### src/rtl/core/assert_macros.svh
// Assertion macros shared by the range-minimum engine RTL.
// No dependencies; define SYNTH to compile the checks out.
`ifndef ASSERT_MACROS_SVH
`define ASSERT_MACROS_SVH

`ifndef SYNTH
// Check that prop holds at every clock edge outside reset.
`define RMST_ASSERT(name, clk, rst_n, prop) \
  name: assert property (@(posedge clk) disable iff (!rst_n) (prop)) \
    else $error("rmst assertion failed");
// Check that cond is never true outside reset.
`define RMST_ASSERT_NEVER(name, clk, rst_n, cond) \
  name: assert property (@(posedge clk) disable iff (!rst_n) !(cond)) \
    else $error("rmst assertion failed");
`else
`define RMST_ASSERT(name, clk, rst_n, prop)
`define RMST_ASSERT_NEVER(name, clk, rst_n, cond)
`endif

`endif

### src/rtl/core/rmst_pkg.sv
// Shared types and constants of the range-minimum segment tree engine.
// No dependencies; imported by the controller, the datapath and the top level.
`default_nettype none

package rmst_pkg;

  localparam int MAX_ELEMENTS = 1024;
  localparam int VALUE_WIDTH  = 32;
  localparam int INDEX_WIDTH  = $clog2(MAX_ELEMENTS);
  localparam int COUNT_WIDTH  = INDEX_WIDTH + 1;
  localparam int NODE_WIDTH   = INDEX_WIDTH + 1;
  localparam int TREE_NODES   = 2 * MAX_ELEMENTS;
  // One saved parent per tree level below the root
  localparam int STACK_DEPTH  = INDEX_WIDTH;
  localparam int STACK_AW     = $clog2(STACK_DEPTH);
  localparam int SP_WIDTH     = $clog2(STACK_DEPTH + 1);

  typedef enum logic [1:0] {
    OP_LOAD  = 2'd0,
    OP_BUILD = 2'd1,
    OP_QUERY = 2'd2,
    OP_NOP   = 2'd3
  } opcode_e;

  typedef enum logic [2:0] {
    ST_IDLE,
    ST_VISIT,
    ST_LEAF_RD,
    ST_TREE_RD,
    ST_ELEM_RD,
    ST_RETURN,
    ST_RESUME
  } state_e;

  typedef struct packed {
    logic load_elem;
    logic init_root;
    logic descend;
    logic ret_miss;
    logic tree_wr_leaf;
    logic elem_rd_leaf;
    logic ret_leaf;
    logic tree_rd;
    logic elem_rd_tree;
    logic ret_cover;
    logic pop;
    logic resume_left;
    logic resume_right;
    logic tree_wr_comb;
    logic emit_hit;
    logic emit_empty;
  } cmd_t;

  typedef struct packed {
    logic range_empty;
    logic is_leaf;
    logic disjoint;
    logic covered;
    logic stack_empty;
    logic on_right;
  } status_t;

  typedef struct packed {
    logic [NODE_WIDTH-1:0]         node;
    logic [INDEX_WIDTH-1:0]        s;
    logic [INDEX_WIDTH-1:0]        e;
    logic                          on_right;
    logic                          lhit;
    logic [INDEX_WIDTH-1:0]        lidx;
    logic signed [VALUE_WIDTH-1:0] lval;
  } frame_t;

endpackage

`default_nettype wire

### src/rtl/core/rmst_ctrl.sv
// Sequencer of the range-minimum engine: walks the tree depth first for
// build and query. Depends on rmst_pkg and assert_macros.svh.
`default_nettype none
`include "assert_macros.svh"

module rmst_ctrl import rmst_pkg::*; (
  input  wire logic       clk_i,
  input  wire logic       rst_ni,
  input  wire logic       start_i,
  input  wire logic [1:0] opcode_i,
  input  wire status_t    status_i,
  output cmd_t            cmd_o,
  output logic            busy_o
);

  state_e state_q, state_d;
  logic   query_q, query_d;

  always_ff @(posedge clk_i or negedge rst_ni) begin
    if (!rst_ni) begin
      state_q <= ST_IDLE;
      query_q <= 1'b0;
    end else begin
      state_q <= state_d;
      query_q <= query_d;
    end
  end

  // Next state
  always_comb begin
    state_d = state_q;
    query_d = query_q;
    case (state_q)
      ST_IDLE: begin
        if (start_i) begin
          case (opcode_e'(opcode_i))
            OP_BUILD: begin
              query_d = 1'b0;
              state_d = ST_VISIT;
            end
            OP_QUERY: begin
              if (!status_i.range_empty) begin
                query_d = 1'b1;
                state_d = ST_VISIT;
              end
            end
            default: state_d = ST_IDLE;
          endcase
        end
      end
      ST_VISIT: begin
        if (!query_q) begin
          state_d = status_i.is_leaf ? ST_LEAF_RD : ST_VISIT;
        end else if (status_i.disjoint) begin
          state_d = ST_RETURN;
        end else if (status_i.covered) begin
          state_d = ST_TREE_RD;
        end else if (status_i.is_leaf) begin
          state_d = ST_RETURN;
        end else begin
          state_d = ST_VISIT;
        end
      end
      ST_LEAF_RD: state_d = ST_RETURN;
      ST_TREE_RD: state_d = ST_ELEM_RD;
      ST_ELEM_RD: state_d = ST_RETURN;
      ST_RETURN:  state_d = status_i.stack_empty ? ST_IDLE : ST_RESUME;
      ST_RESUME:  state_d = status_i.on_right ? ST_RETURN : ST_VISIT;
      default:    state_d = ST_IDLE;
    endcase
  end

  // Commands
  always_comb begin
    cmd_o = '0;
    case (state_q)
      ST_IDLE: begin
        if (start_i) begin
          case (opcode_e'(opcode_i))
            OP_LOAD:  cmd_o.load_elem = 1'b1;
            OP_BUILD: cmd_o.init_root = 1'b1;
            OP_QUERY: begin
              if (status_i.range_empty) begin
                cmd_o.emit_empty = 1'b1;
              end else begin
                cmd_o.init_root = 1'b1;
              end
            end
            default: cmd_o = '0;
          endcase
        end
      end
      ST_VISIT: begin
        if (!query_q) begin
          if (status_i.is_leaf) begin
            cmd_o.tree_wr_leaf = 1'b1;
            cmd_o.elem_rd_leaf = 1'b1;
          end else begin
            cmd_o.descend = 1'b1;
          end
        end else if (status_i.disjoint) begin
          cmd_o.ret_miss = 1'b1;
        end else if (status_i.covered) begin
          cmd_o.tree_rd = 1'b1;
        end else if (status_i.is_leaf) begin
          cmd_o.ret_miss = 1'b1;
        end else begin
          cmd_o.descend = 1'b1;
        end
      end
      ST_LEAF_RD: cmd_o.ret_leaf = 1'b1;
      ST_TREE_RD: cmd_o.elem_rd_tree = 1'b1;
      ST_ELEM_RD: cmd_o.ret_cover = 1'b1;
      ST_RETURN: begin
        if (status_i.stack_empty) begin
          cmd_o.emit_hit = query_q;
        end else begin
          cmd_o.pop = 1'b1;
        end
      end
      ST_RESUME: begin
        if (status_i.on_right) begin
          cmd_o.resume_right = 1'b1;
          cmd_o.tree_wr_comb = !query_q;
        end else begin
          cmd_o.resume_left = 1'b1;
        end
      end
      default: cmd_o = '0;
    endcase
  end

  assign busy_o = (state_q != ST_IDLE);

  `RMST_ASSERT(a_emit_at_root, clk_i, rst_ni, cmd_o.emit_hit |-> status_i.stack_empty)
  `RMST_ASSERT_NEVER(a_tree_wr_in_query, clk_i, rst_ni, query_q && (cmd_o.tree_wr_leaf || cmd_o.tree_wr_comb))
  `RMST_ASSERT(a_load_when_idle, clk_i, rst_ni, cmd_o.load_elem |-> !busy_o)

endmodule

`default_nettype wire

### config.mk
export PLATFORM = sky130hd
export DESIGN_NAME = rmst_ctrl
export DESIGN_NICKNAME = d
export VERILOG_FILES = /design/src/rtl/core/rmst_pkg.sv /design/src/rtl/core/rmst_ctrl.sv
export VERILOG_INCLUDE_DIRS = /design/src /design/src/rtl/core
export SDC_FILE = /design/constraint.sdc
export NUM_CORES = 1
export LEC_CHECK = 0
export ABC_AREA = 0
export BUFFER_PORTS_ARGS = -buffer_cell sky130_fd_sc_hd__buf_2
export CORE_AREA = 5 5 42 44
export DETAILED_ROUTE_END_ITERATION = 8
export DIE_AREA = 0 0 47 49
export SKIP_CTS_REPAIR_TIMING = 1
export SYNTH_ARGS = -nofsm -noshare
export SYNTH_HDL_FRONTEND = slang
export SYNTH_SLANG_ARGS = --single-unit
### constraint.sdc
create_clock -name clk_i -period 3.61 [get_ports clk_i]
set_input_delay 0.361 -clock clk_i [delete_from_list [all_inputs] [get_ports clk_i]]
set_output_delay 0.361 -clock clk_i [all_outputs]
set_load 0.05 [all_outputs]
==> out/metrics.yaml, run 1 <==
setup.worst_path.start_class: "register"
clockRootBuffer: "clkbuf_4"
first_pass_iters: 4
p_leak_nw: 0.339
ys_top_cells_by_area: "dfrtp_1 (23%), ha_1 (8.7%), inv_1 (6.1%), nor2_1 (6.1%), nor2b_1 (5.8%)"
period_share_pct: 55.8
relSlewSlack_pct: 71.6
grt_max_degree: 13
critPathMaxFanout: 10
antenna_found_initial: 0
cp-end-kind: "primary output"
hpwl_um: 959
area_growth_pct: 37.5
viasPerCell: 4.71
clk_path_buf_depth: 2
setup_viol: 0
dp.cells: 99
p_per_area_nw_per_um2: 749
drc: 0
die_h_um: 49
diodes: 0
synth.distinct_cells: 24
busiest_layer: "met2"
synth_top_area_share_pct: 23.3
fin_util_pct: 42.2
fp.dieW_um: 47
cap_violations: 0
ir_drop_mv: 0.344
postRouteAntennaNets: 0
skew_ns: 0.00434
yosysSeqAreaShare_pct: 23.3
drv_slew: 0
synth.avg_cell_area_um2: 7.17
avgRoutedWirePerCell_um: 11.1
yosysWarningCount: 0
cts_tree: "done"
hold_path.class: "in -> reg"
finalSetupTns_ns: 0
tightest_slew_ns: 0.423
synth_area_um2: 430
grtUsageMet1_pct: 14.5
dr.first_iter.drc_count: 6
total_power_w: 0.000443
grt_pass1_wl_mm: 2.01
pre_cts_slack_ns: 1.85
initial_core_util_pct: 30.7
drive_above_1_share_pct: 37.9
core_um2: 1400
finish.net_count: 103
netlist_instances: 60
fmax_mhz: 497
numCtsBuffers: 3
fin_crit_ns: 2.01
clock_sinks: 4
clk_latency_ns: 0.23
crit_arrival_ns: 1.65
grt_pass1_vias: 482
synth_fp_nets: 74
synth-seq-cells: 4
ioPinCount: 28
track_usage_pct: 11.5
crit_required_ns: 3.25
synth_area_leader_cell: "dfrtp_1"
hold_violations: 0
rows: 14
instances_no_fill: 103
clk_pin_slew_ns: 0.04
rsz0062_at_grt: "no"
vias: 485
io_buffers: 27
gp_congestion: 0.710
use_met2_pct: 18.1
use_met3_pct: 1.85
finalWirelength_mm: 1.14
outcome: "completed"
die-area_um2: 2300
h-tree-depth: 1
grt-ovfl-total: 0
critPathKind: "reg -> out"
worst_slack_ns: 1.60
[cells in the mapped netlist]
cell type and instances:
and2_1 1, buf_6 1, a311oi_1 1, nor3_1 3, and3_1 3, nand3b_1 1, buf_4 1, and3b_2 1
nor3b_1 1, a21oi_1 3, or4b_4 1, nor2b_1 4, nand2_1 5, o21ai_0 1, inv_1 7, nand3_1 3
ha_1 3, o21a_1 1, a31oi_1 2, o21ai_2 1, clkbuf_1 2, o22ai_1 3, dfrtp_1 4, nor2_1 7
[stage by stage]
step,hold slack [ns],instance area [µm²]
floorplan,0.0654,430
global placement,0.169,559
detailed placement,0.170,559
CTS,-0.0795,582
global route,0.389,592
finish,0.373,592
[layer usage]
layer,vias up,wire length [µm],share of wire (%)
li1,261,-,-
met1,207,484,42
met4,0,0,0
met3,0,106,9.3
met2,17,549,48
met5,-,0,0
[state kept, by name, indices dropped and copies added (netlist names)]
register / count
query_q: 1
state_q: 3
[path summary, 6_finish.rpt]
| kind | start | end | slack [ns] | depth (start not counted) |
|---|---|---|---|---|
| min | status_i[1] | state_q[1]$_DFFE_PN0P_ | 0.37 | 2 |
| max reg2reg | state_q[2]$_DFFE_PN0P_ | query_q$_DFFE_PN0P_ | 2.26 | 3 |
| min in group asynchronous | rst_ni | state_q[2]$_DFFE_PN0P_ | 0.46 | 2 |
| min reg2reg | query_q$_DFFE_PN0P_ | state_q[1]$_DFFE_PN0P_ | 0.65 | 2 |
| max in group asynchronous | rst_ni | query_q$_DFFE_PN0P_ | 3.03 | 2 |
| max | state_q[2]$_DFFE_PN0P_ | cmd_o[0] | 1.60 | 3 |
[power by group]
group / switching (W) / internal, W
sequential: 0.0000446 / 0.0000629
clock: 0.0000168 / 0.0000371
combinational: 0.000202 / 0.0000796
[placed cells by master (no fill, tap or decap)]
cell and instances:
and2_1 1, clkbuf_4 3, nor2b_1 4, nor2_1 7, nand3_1 3, and3b_2 1
a21oi_1 3, o21a_1 1, inv_1 7, a31oi_1 2, and3_1 3, ha_1 3
dlygate4sd3_1 1, or4b_4 1, buf_2 27, o21ai_0 1, o21ai_2 1, nor3_1 3
a311oi_1 1, dfrtp_1 4, nand3b_1 1, nor3b_1 1, o22ai_1 3, nand2_1 5
[area by class of cell]
class / count / area, µm²
timing repair buffer: 28 / 145
tap: 16 / 20.0
sequential: 4 / 100
multi-input combinational: 45 / 278
fill: 168 / 810
inverter: 7 / 26.3
clock buffer: 3 / 22.5
[critical path: stages, from the launching register on]
cell     delay (ns)
dfrtp_1        0.46
or4b_4         0.58
nor2_1         0.11
buf_2          0.26
[kinds of logic (layout without fill, tap and decap cells)]
kind of cell | Yosys count | count (layout) | synth area share (%)
and+or+nand+nor | 30 | 30 | 38.1
AOI/OAI and AO/OA | 12 | 12 | 17.7
buffers and inverters | 11 | 38 | 12.2
adders and majority gates | 3 | 3 | 8.72
DFF | 4 | 4 | 23.3
Note: power is estimated with default switching activity, not from simulation.
==> inputs of run 2 (changes only) <==
Settings changed: ABC_AREA 0 to 1, PLACE_DENSITY from default to 0.66.
Clock period 3.61 ns to 1.97 ns, I/O delays scaled along.
==> out/metrics.yaml, run 2 <==
largest_register: "state_q"
fp.dieW_um: 47
synth-seq-cells: 4
fin_crit_ns: 1.62
layout_common_cells: "buf_2 (27), nand2_1 (17), inv_1 (13)"
area_growth_pct: 40.2
async_flop_share_pct: 100
synth.most_common_cell: "nand2_1"
setup_viol: 0
h-tree-depth: 1
rows: 14
ir_drop_mv: 0.442
grt_pass1_vias: 478
skew_ns: 0.00208
place_area_um2: 613
hold_path.class: "in -> reg"
clockRootBuffer: "clkbuf_4"
numCtsBuffers: 3
drive_above_1_share_pct: 39.3
dr.first_iter.drc_count: 2
relSlewSlack_pct: 80.0
grt-ovfl-total: 0
dp.cells: 119
synthFlopType: "dfrtp_1"
crit_arrival_ns: 1.43
pre_cts_slack_ns: 0.582
gp_congestion: 0.708
synth_fp_nets: 92
track_usage_pct: 10.4
ys_top_cells_by_area: "dfrtp_1 (22%), nand2_1 (14%), nand3_1 (12%), inv_1 (11%), nor2_1 (9.0%)"
period_share_pct: 82.4
ioPinCount: 28
worstReg2RegStart: "state_q[1]$_DFFE_PN0P_"
clk_pin_slew_ns: 0.04
worst_slack_ns: 0.348
tightest_slew_ns: 0.300
regToRegSetupSlack_ns: 0.86
outcome: "completed"
drv_slew: 0
fmax_mhz: 616
grt_max_degree: 9
p_leak_nw: 0.415
viasPerCell: 4.52
yosysSeqAreaShare_pct: 21.7
first_pass_iters: 4
synth_area_um2: 460
final_common_cell: "buf_2"
vias: 556
synth_top_area_share_pct: 21.7
hpwl_um: 994
top_regs: "state_q: 3 flops, query_q: 1 flops"
cts_tree: "done"
largest_reg_flops: 3
clk_path_buf_depth: 2
diodes: 0
setup.worst_path.start_class: "register"
finalSetupTns_ns: 0
io_buffers: 27
synth_area_leader_cell: "dfrtp_1"
r2r-end: "query_q$_DFFE_PN0P_"
crit_required_ns: 1.77
critPathMaxFanout: 8
die-area_um2: 2300
synth_edf_count: 0
ff2ff_path_depth: 6
synth.avg_cell_area_um2: 5.90
crit_end: "cmd_o[13]"
clock_sinks: 4
antenna_found_initial: 0
postRouteAntennaNets: 0
finish.net_count: 123
die_h_um: 49
hold_violations: 0
synth.distinct_cells: 16
min_from: "status_i[1]"
clk_latency_ns: 0.23
p_per_area_nw_per_um2: 1420
initial_core_util_pct: 32.9
grt_pass1_wl_mm: 1.78
avgRoutedWirePerCell_um: 8.91
critPathLaunch: "state_q[1]$_DFFE_PN0P_"
rsz0062_at_grt: "no"
final_cell_area_um2: 646
ys_top_cells_by_count: "nand2_1 (17), inv_1 (13), nand3_1 (11), nor2_1 (11)"
core_um2: 1400
yosysWarningCount: 0
drc: 0
cp-end-kind: "primary output"
cap_violations: 0
finalWirelength_mm: 1.10
instances_no_fill: 123
netlist_instances: 78
critPathKind: "reg -> out"
-- run 2: cell types whose count changed after synthesis, moves of 4 or more --
| cell | change |
|---|---|
| nand3_1 | +8 |
| nor2b_1 | -4 |
| inv_2 | +4 |
| nand2_1 | +12 |
| inv_1 | +6 |
| nor2_1 | +4 |
-- run 2: worst max-delay path: stages (launching register included) --
cell	delay, ns
dfrtp_1	0.47
nor3_2	0.27
inv_2	0.08
nor3_2	0.09
buf_2	0.27
-- run 2: area by class of cell --
cell class / instances / area (µm²)
fillers: 176 / 756
multi-input cells: 55 / 294
repair buffers: 28 / 145
flip-flops and latches: 4 / 100
inverters: 17 / 63.8
clock buffers: 3 / 22.5
well taps: 16 / 20.0
-- run 2: cell families after synthesis --
group,Yosys count,synth area share (%)
compound gates,5,5.43
fa+ha+maj,3,8.15
buf+inv,19,17.1
flops,4,21.7
simple gates,47,47.6
-- run 2: routing by layer --
| metal | vias to the layer above | share of wire, % | routed length (µm) | track usage (%) |
|---|---|---|---|---|
| li1 | 304 | - | - | - |
| met1 | 224 | 38 | 411 | 11.6 |
| met2 | 25 | 48 | 521 | 16.5 |
| met3 | 3 | 13 | 138 | 3.32 |
| met4 | 0 | 2.2 | 24 | 5.99 |
| met5 | - | 0 | 0 | 0 |
-- run 2: worst min-delay path by stage --
| stage | to | slack (ns) | depth (start not counted) |
|---|---|---|---|
| 2_1_floorplan | query_q$_DFFE_PN0P_ | -0.1 | 0 |
| 3_3_place_gp | query_q$_DFFE_PN0P_ | 0.002 | 1 |
| 3_5_place_dp | state_q[2]$_DFFE_PN0P_ | 0.005 | 1 |
| 4_1_cts | state_q[0]$_DFFE_PN0P_ | -0.25 | 1 |
| 5_1_grt | state_q[1]$_DFFE_PN0P_ | 0.22 | 2 |
| 6_report | state_q[1]$_DFFE_PN0P_ | 0.18 | 2 |
-- run 2: per-stage QoR --
step	power (W)	util (%)	hold WS, ns
finish	0.000920	46.1	0.183
global route	0.00101	46.1	0.219
CTS	0.000936	45.4	-0.247
floorplan	0.000713	-	-0.0986
detailed placement	0.000830	43.8	0.00460
global placement	0.000825	43.8	0.00212
-- run 2: power breakdown --
group          switching [W]  internal [W]
sequential         0.0000749      0.000122
clock              0.0000322     0.0000680
combinational       0.000462      0.000160
total               0.000569      0.000350
==> inputs of run 3 (changes only) <==
Clock period 1.97 ns to 1.5 ns, I/O delays scaled along.
==> out/metrics.yaml, run 3 (synthesis gave the netlist of run 2 again) <==
cpPeakStageDelay_ns: 0.42
ff2ff_path_depth: 5
tightest_slew_ns: 0.304
fp.dieW_um: 47
clock_sinks: 4
rows: 14
worst_slack_ns: 0.0105
grt_max_degree: 8
relSlewSlack_pct: 79.7
diodes: 0
final_common_cell: "nand2_1"
numCtsBuffers: 3
io_buffers: 27
die_h_um: 49
rsz0062_at_grt: "yes"
core_um2: 1400
period_share_pct: 99.3
fillCellCount: 152
critPathKind: "reg -> out"
cap_violations: 0
cts_tree: "done"
finish.net_count: 126
skew_ns: 0.00268
vias: 587
clk_latency_ns: 0.23
top_regs: "state_q: 3 flops, query_q: 1 flops"
hold_violations: 0
finalWirelength_mm: 1.28
grt_pass1_vias: 517
setup.worst_path.start_class: "register"
viasPerCell: 4.66
setup_viol: 0
drc: 0
largest_register: "state_q"
clk_pin_slew_ns: 0.04
total_power_w: 0.00147
track_usage_pct: 11.4
clockRootBuffer: "clkbuf_4"
cp-end-kind: "primary output"
h-tree-depth: 1
drv_slew: 0
avgRoutedWirePerCell_um: 10.2
postRouteAntennaNets: 0
gp_congestion: 0.732
area_growth_pct: 75.0
initial_core_util_pct: 32.9
ir_drop_mv: 0.895
min_path_cells: 2
p_leak_nw: 0.439
pre_cts_slack_ns: 0.127
largest_reg_flops: 3
hpwl_mm: 1.04
crit_arrival_ns: 1.34
cpMaxStageDelayCell: "dfrtp_2"
first_pass_iters: 2
fmax_mhz: 671
outcome: "completed"
drive_above_1_share_pct: 50.0
fin_crit_ns: 1.49
grt-ovfl-total: 0
critPathMaxFanout: 4
path_common_cell: "nor3_4"
antenna_found_initial: 0
crit_required_ns: 1.35
dr.first_iter.drc_count: 1
hold_path.class: "in -> reg"
die-area_um2: 2300
clk_path_buf_depth: 2
critical_path.cell_chain: "inv_4, nor3_4, inv_2, nor3_4, buf_6"
layout_common_cells: "nand2_1 (17), buf_2 (14), inv_1 (13)"
grt_pass1_wl_mm: 1.93
p_per_area_nw_per_um2: 1820
ioPinCount: 28
-- run 3: final timing paths --
path | start | end | slack (ns)
worst max-delay path | state_q[0]$_DFFE_PN0P_ | cmd_o[13] | 0.01
worst min-delay path | status_i[1] | state_q[1]$_DFFE_PN0P_ | 0.16
worst max register to register | state_q[1]$_DFFE_PN0P_ | state_q[2]$_DFFE_PN0P_ | 0.34
worst min register to register | query_q$_DFFE_PN0P_ | query_q$_DFFE_PN0P_ | 0.62
max in group asynchronous | rst_ni | state_q[2]$_DFFE_PN0P_ | 1.13
min in group asynchronous | rst_ni | query_q$_DFFE_PN0P_ | 0.24
-- run 3: area by class of cell --
| class | count | area [µm²] | share of cell area, % |
|---|---|---|---|
| multi-input combinational | 55 | 355 | 44.1 |
| timing repair buffer | 31 | 238 | 29.5 |
| sequential | 4 | 104 | 12.9 |
| inverter | 17 | 66.3 | 8.23 |
| clock buffer | 3 | 22.5 | 2.80 |
| tap | 16 | 20.0 | 2.48 |
-- run 3: power breakdown --
part           switching, W  internal [W]
clock             0.0000446     0.0000895
combinational      0.000710      0.000341
sequential         0.000113      0.000168
total              0.000867      0.000599
-- run 3: worst max-delay path: cells and delay by family (launching register included) --
family	cells	cell delay, ns
DFF	1	0.42
buffers and inverters	3	0.34
and+or+nand+nor	2	0.35
-- run 3: through the flow --
step                util [%]  hold WS (ns)  setup TNS [ns]  instance area [µm²]  std cells
global route            57.5         0.164          -0.301                  806        126
floorplan                  -        -0.146          -0.192                  505         78
finish                  57.5         0.155               0                  806        126
global placement        46.6       -0.0448               0                  653        120
detailed placement      46.6       -0.0432               0                  653        120
CTS                     48.2        -0.295          -0.722                  676        123
-- run 3: routing by layer --
metal	vias up	share of wire [%]	GRT usage, %
li1	304	-	-
met1	255	38	12.0
met2	22	51	19.7
met3	6	7.6	2.21
met4	0	3.1	6.91
met5	-	0	0
